===== src/rtl/core/vad_pkg.sv =====
`timescale 1ns / 1ps
package vad_pkg;

	localparam int XY_W    = 16;            // input component width
	localparam int MAG_W   = XY_W + 1;      // magnitude of a component
	localparam int FRAC_W  = 16;            // fraction bits in the rotation datapath
	localparam int CW      = 36;            // rotation datapath width (signed)
	localparam int ANG_W   = 22;            // table entry width
	localparam int ZW      = 25;            // angle accumulator width (signed)
	localparam int ZC_W    = 23;            // clamped angle width
	localparam int RND_SH  = 8;             // 2^-16 degree down to 2^-8 degree
	localparam int TW      = 15;            // first-quadrant angle width
	localparam int HW      = 17;            // heading width
	localparam int ATAN_LEN = 24;
	localparam int CORDIC_STAGES_DEF = 16;

	localparam logic [ZC_W-1:0]     Z90    = ZC_W'(90 * 65536);
	localparam logic [ZC_W:0]       RND_HALF = (ZC_W+1)'(1 << (RND_SH - 1));
	localparam logic signed [HW-1:0] DEG90  = HW'(23040);
	localparam logic signed [HW-1:0] DEG180 = HW'(46080);

	// vector classes, decided at entry
	localparam logic [2:0] CLS_NORM  = 3'd0;
	localparam logic [2:0] CLS_ZERO  = 3'd1;
	localparam logic [2:0] CLS_180   = 3'd2;
	localparam logic [2:0] CLS_POS90 = 3'd3;
	localparam logic [2:0] CLS_NEG90 = 3'd4;

	typedef struct packed {
		logic signed [CW-1:0] a;
		logic signed [CW-1:0] b;
		logic signed [ZW-1:0] z;
		logic [2:0]           cls;
		logic                 x_neg;
		logic                 y_neg;
	} cordic_t;

	function automatic int run_stages(input int n);
		return (n < ATAN_LEN) ? n : ATAN_LEN;
	endfunction

	// atan(2^-i) in degrees, scaled by 65536
	function automatic logic [ANG_W-1:0] atan_q16(input int idx);
		logic [ANG_W-1:0] v;
		case (idx)
			0:  v = 22'd2949120;
			1:  v = 22'd1740967;
			2:  v = 22'd919879;
			3:  v = 22'd466945;
			4:  v = 22'd234379;
			5:  v = 22'd117304;
			6:  v = 22'd58666;
			7:  v = 22'd29335;
			8:  v = 22'd14668;
			9:  v = 22'd7334;
			10: v = 22'd3667;
			11: v = 22'd1833;
			12: v = 22'd917;
			13: v = 22'd458;
			14: v = 22'd229;
			15: v = 22'd115;
			16: v = 22'd57;
			17: v = 22'd29;
			18: v = 22'd14;
			19: v = 22'd7;
			20: v = 22'd4;
			21: v = 22'd2;
			22: v = 22'd1;
			default: v = 22'd0;
		endcase
		return v;
	endfunction

endpackage


===== src/rtl/core/vad_cordic_stage.sv =====
`timescale 1ns / 1ps
module vad_cordic_stage #(
	parameter int STAGE = 0
) (
	input  logic             clk,
	input  logic             arst_n,
	input  logic             vld_in,
	input  vad_pkg::cordic_t d_in,
	output logic             vld_out,
	output vad_pkg::cordic_t d_out
);
	import vad_pkg::*;

	localparam logic signed [ZW-1:0] ANG = ZW'(atan_q16(STAGE));

	logic             vld_s1;
	cordic_t          cord_s1;
	cordic_t          nxt;
	logic signed [CW-1:0] sh_a;
	logic signed [CW-1:0] sh_b;

	always_comb begin
		sh_a = d_in.a >>> STAGE;
		sh_b = d_in.b >>> STAGE;
		nxt  = d_in;
		// rotate toward the a axis, direction from the sign of b
		if (!d_in.b[CW-1]) begin
			nxt.a = d_in.a + sh_b;
			nxt.b = d_in.b - sh_a;
			nxt.z = d_in.z + ANG;
		end else begin
			nxt.a = d_in.a - sh_b;
			nxt.b = d_in.b + sh_a;
			nxt.z = d_in.z - ANG;
		end
	end

	always_ff @(posedge clk or negedge arst_n) begin
		if (!arst_n) begin
			vld_s1 <= 1'b0;
		end else begin
			vld_s1 <= vld_in;
		end
	end

	always_ff @(posedge clk) begin
		cord_s1 <= nxt;
	end

	assign vld_out = vld_s1;
	assign d_out   = cord_s1;

endmodule


===== config.mk =====
export PLATFORM = sky130hd
export DESIGN_NAME = vad_cordic_stage
export DESIGN_NICKNAME = d
export VERILOG_FILES = /design/src/rtl/core/vad_pkg.sv /design/src/rtl/core/vad_cordic_stage.sv
export SDC_FILE = /design/constraint.sdc
export NUM_CORES = 1
export LEC_CHECK = 0
export ABC_AREA = 1
export BUFFER_PORTS_ARGS = -buffer_cell sky130_fd_sc_hd__buf_2
export CAP_MARGIN = 15
export CORE_ASPECT_RATIO = 1.25
export CORE_MARGIN = 2
export CORE_UTILIZATION = 40
export DETAILED_ROUTE_END_ITERATION = 6
export GPL_TIMING_DRIVEN = 0
export HOLD_SLACK_MARGIN = 0.06
export PLACE_DENSITY_LB_ADDON = 0.2
export SLEW_MARGIN = 5
export SYNTH_ARGS = -nofsm -noshare
export SYNTH_HDL_FRONTEND = slang
export SYNTH_SLANG_ARGS = --single-unit

===== constraint.sdc =====
create_clock -name clk -period 1.3 [get_ports clk]
set_input_delay 0.065 -clock clk [delete_from_list [all_inputs] [get_ports clk]]
set_output_delay 0.065 -clock clk [all_outputs]
set_load 0.03 [all_outputs]

# == Word-level counts from Yosys, hierarchy flattened ==
# Cells that the tools add are included.
# word_totals
output_inout_bits,103
input_bits,105
register_bits,103
word_cells,13
# op_classes
n_addsub,5
muxes,1
# ops
op,count
97-bit 2-to-1 mux,1
36-bit subtractor,2
36-bit adder,1
"25-bit by 23-bit adder with 25-bit output, second input constant",1
"25-bit by 23-bit subtractor with 25-bit output, second input constant",1

# == Longest topological paths before layout ==
# logic_depth
depth_word,2
ltp_mapped,17
mapped_depth_nobuf,16

# == Worst setup path after synthesis ==
# No wires, ideal clock.
# synth_path
path_type,input port to flip-flop
startpoint,input d_in[65] (netlist name)
endpoint,"register cord_s1, in the netlist d_out[27]"
path_slack_ns,-0.440
path_buffers,2
required_time_ns,1.228
setup_ns,0.072
t_arrival_ns,1.668
stages,10
cell_sequence,inv_1 clkbuf_1 buf_2 ha_1 a21oi_1 o21ai_0 a21oi_1 nor2_1 nor2_1 xnor2_1
# synth_rtl
item,line,text
"start, declared",vad_cordic_stage.sv:8,"input vad_pkg::cordic_t d_in,"
"end signal, assigned",vad_cordic_stage.sv:47,cord_s1 <= nxt;
"end, declared",vad_cordic_stage.sv:17,cordic_t cord_s1;

==> results summary <==
The flow ran to the end, but the final reports show violations. The checks that failed: setup timing. The iteration count of the initial detailed-routing pass is 5. The highest ir drop seen on vdd is approximately 700 µV. The fraction of power consumed by combinational cells is about three fifths.

Setup repair after global routing could not meet its margin everywhere. The type of the setup path with the least slack is in2reg. met2 is the most crowded layer.

The sequential share of power is a little under a quarter. The finished layout cell area is between 0.015 and 0.02 mm². The startpoint identified for the worst hold timing path is d_in[24].

The count of input and output buffers is just over 200. The share of async-settable or async-resettable flops after synthesis came out at less than 1%. In this run the vertical extent of the chip is roughly 190 µm.

Global routing used 61.0% of the available met2 tracks. The number of nets in the layout is about 2400. The proportion of layout cells with a drive suffix above 1 came out at between 40% and 50%. The clock-pin slew on the worst setup and hold paths came out at ~0.08 ns. The congestion estimate from routability-driven global placement came to between 0.9 and 1.

The compound-gate portion of the synthesized area is 13.0%. By area the synthesized netlist is led by dfxtp_1, nand2_1, ha_1, inv_1, nand3_1. Summing the areas of all and, or, nand and nor instances in the mapped netlist gives a little over a third of the synthesized area. For the final routed database, the setup TNS stands at -5.70 ns.

The worst max-slew margin expressed relative to the limit is 25.4%. The clock share of power is 18.6%. Setup slack on the critical path of the routed design comes to -0.183 ns. The tree built by TritonCTS fans out to between 100 and 150 sinks. The remaining global-route overflow came out at 0. The area of the die is roughly 0.028 mm².

The critical path launch point type is a primary input. The via count of the first global-routing pass is ~13000. The count of distinct cell types in the synthesized netlist is between 40 and 50. Dividing the synthesized area by the synthesized cell count gives between 5 and 6 µm².

The total via count after detailed routing is about 13000. The leading cell type in the layout, fill and taps excluded is nand2_1. The total area of multi-input combinational cells came out at between 0.01 and 0.015 mm².

The number of buffers added by the clock tree synthesis step came out at 9. The number of nets still failing antenna checks after routing came out at 0. TritonCTS built the clock tree.

The synthesized-area fraction occupied by adder cells is between 10 and 15%. The first-pass GRT wire length is around 70 mm. The proportion of synthesized chip area in sequential cells came out at 19.5%. The final non-filler cell total came out at 2484.

Once placement completed, the tool counted placed cells totaling between 2000 and 2500. The number of fill cells in the layout is 2149. The setup slack after placement came out at -0.838 ns. The number of hold violations in the final report is 0. By area, the combinational part of the netlist is dominated by simple AND/OR/NAND/NOR gates. STA classifies the critical path endpoint as a flop. The final setup violation count came out at 54. The gate count after technology mapping is between 1500 and 2000. The number of flops mapped to enable cells by yosys came out at 0. The repair_antennas step left the layout with diodes totalling 0.

The placed wire-length estimate is between 30 and 40 mm. The reported net switching power came out at around 7.6 mW. The core region is between 0.02 and 0.03 mm². The actual slew at the worst max-slew pin came out at 1.12 ns. The maximum count of clock buffers along a single path came out at 2. In this run the power density over the cells is roughly 900 mW/mm². The internal power came out at 8.58 mW. The largest net degree at the start of global routing came out at 23.

The number of antenna violations at the first check in global routing was 0. The achievable frequency came out at between 600 and 700 MHz. The worst hold path was traced through 3 stages. In the global route stage, met1 resource usage came out at between 30% and 40%. Synthesis inferred just over 100 register bits. For this design the static power due to leakage is a little under 9 nW. The worst hold path belongs to the class in2reg. The overall track demand over capacity in global routing came out at around a third. In this run the horizontal extent of the chip is approximately 150 µm. The average via count per standard cell came out at between 5 and 6.

The number of max-slew violations in the final report was 0. Yosys printed 0 warnings. The post-detailed-placement cell area came out at ~0.013 mm². The max-capacitance violation count is 0. Synthesis produced a netlist with a net count of 1985.

The netlist area before placement is around 0.011 mm². The site row count is 66. The biggest area contributor in the post-synthesis netlist is dfxtp_1. The layout-stage area growth over the synthesis result came out at 70.6%.

The most used flip-flop cell after synthesis is dfxtp_1. The endpoint arrival time on the critical path is 1.75 ns. The clock period minus final worst setup slack came out at 1.48 ns.

The fraction of the core area covered by cells at the end of the flow came out at 69.2%. Data on the critical path is required at its endpoint by 1.57 ns. The post-synthesis share of cell area spent on xor and xnor gates came out at a little over 3%. The root cell of the clock tree is clkbuf_16. Of all nets on the critical path, the largest fanout is 3. The fraction of power spent switching nets came out at roughly 47%. Dividing the detail-routed wire length by the instance count gives just under 20 µm. Hold timing on the final database bottoms out at a slack of slightly below 0.07 ns. The post-layout total power is approximately 16 mW.

For this block, the initial DRC count from the detailed router was about 970. The endpoint of the worst hold-timing path is d_out[24]$_DFF_P_. CTS built an H-tree with a depth of 3.

The number of I/O pins came out at ~210. The share of synthesized area spent on multiplexers came out at 0%. The residual DRC count is 0. Summed over its instances, the top area cell type makes up between 10% and 20% of the synthesized netlist area. The ratio of final minimum period to clock period came out at 114%.

For this run, global-route usage on met3 was measured as about 3.7%. In the layout the commonest cells are nand2_1, inv_1, buf_2. Once the floorplan was initialized, standard cells occupied between 40% and 50% of the core.

The wire length after detailed routing came out at ~48 mm. Across the whole layout, storage elements account for approximately 0.0020 mm².
## worst max path at each step
stage,depth (start not counted),start,endpoint,slack [ns]
2_1_floorplan,15,d_in[30],d_out[62]$_DFF_P_,-0.19
3_3_place_gp,13,d_in[53],d_out[64]$_DFF_P_,-0.86
3_5_place_dp,13,d_in[53],d_out[64]$_DFF_P_,-0.84
5_1_grt,15,d_in[42],d_out[101]$_DFF_P_,-0.23
6_report,14,d_in[30],d_out[62]$_DFF_P_,-0.18
4_1_cts,14,d_in[66],d_out[98]$_DFF_P_,-0.12
## sequential cells by signal, indices dropped and copies added (netlist names)
name and flops:
d_out 101, vld_out 1
## layer usage
| layer | part of all wire, % | vias up |
|---|---|---|
| met2 | 51 | 534 |
| li1 | - | 6263 |
| met3 | 5.3 | 193 |
| met1 | 36 | 6174 |
| met4 | 7.6 | 0 |
| met5 | 0 | - |
## kinds of logic (layout without fill, tap and decap cells)
| kind of cell | after synthesis | in the layout |
|---|---|---|
| flops | 102 | 102 |
| xor+xnor | 37 | 37 |
| buf+inv | 345 | 729 |
| compound gates | 252 | 252 |
| fa+ha+maj | 120 | 120 |
| simple gates | 904 | 904 |
## power by group through the flow
stage | clock, mW | combinational (mW) | sequential (mW)
after CTS | 3.02 | 8.47 | 3.73
after detailed placement | 0 | 6.76 | 3.80
after global placement | 0 | 6.73 | 3.79
after global routing | 3.14 | 9.97 | 3.78
final | 3.01 | 9.48 | 3.73
after floorplan | 0 | 3.66 | 4.84
## layout make-up
class,instances,share of cell area [%]
multi-input combinational,1313,57.8
timing repair buffer,376,16.4
sequential,102,11.4
inverter,296,7.23
buffer,41,2.99
tap,340,2.37
clock buffer,9,1.25
clock inverter,7,0.564
## cells in the mapped netlist (5+ instances only)
| cell | n |
|---|---|
| nand4_1 | 9 |
| nand2_2 | 15 |
| a21oi_2 | 5 |
| xor2_1 | 32 |
| inv_1 | 287 |
| ha_1 | 116 |
| and2_1 | 7 |
| clkbuf_1 | 8 |
| nor2_2 | 23 |
| buf_4 | 27 |
| dfxtp_1 | 101 |
| o21ai_1 | 16 |
| nand2_1 | 535 |
| inv_2 | 7 |
| nor3_1 | 11 |
| nor2_1 | 133 |
| a21oi_1 | 120 |
| o22ai_1 | 9 |
| o21bai_1 | 17 |
| nand3_1 | 153 |
| xnor2_1 | 5 |
| o21ai_0 | 72 |
| buf_2 | 6 |
## worst max-delay path, stage by stage
cell      delay, ns
buf_12         0.09
inv_4          0.03
ha_4           0.15
fa_2           0.46
o21bai_4       0.24
nand2_2        0.11
nand2_2        0.12
nand2_4        0.09
nand2_8        0.10
nand2_4        0.05
nand2_2        0.06
nand2_1        0.05
nand3_1        0.06
nand2_1        0.08
## timing repair
| action | in CTS | in global routing |
|---|---|---|
| endpoints found under the hold margin | 29 | 0 |
| setup buffers | 97 | 38 |
| pin swaps | 212 | 156 |
| hold buffers | 29 | 0 |
| gates resized for setup | 518 | 264 |
| endpoints found under the setup margin | 67 | 63 |
| cloned | 6 | 0 |
(Power assumes the default switching activity.)
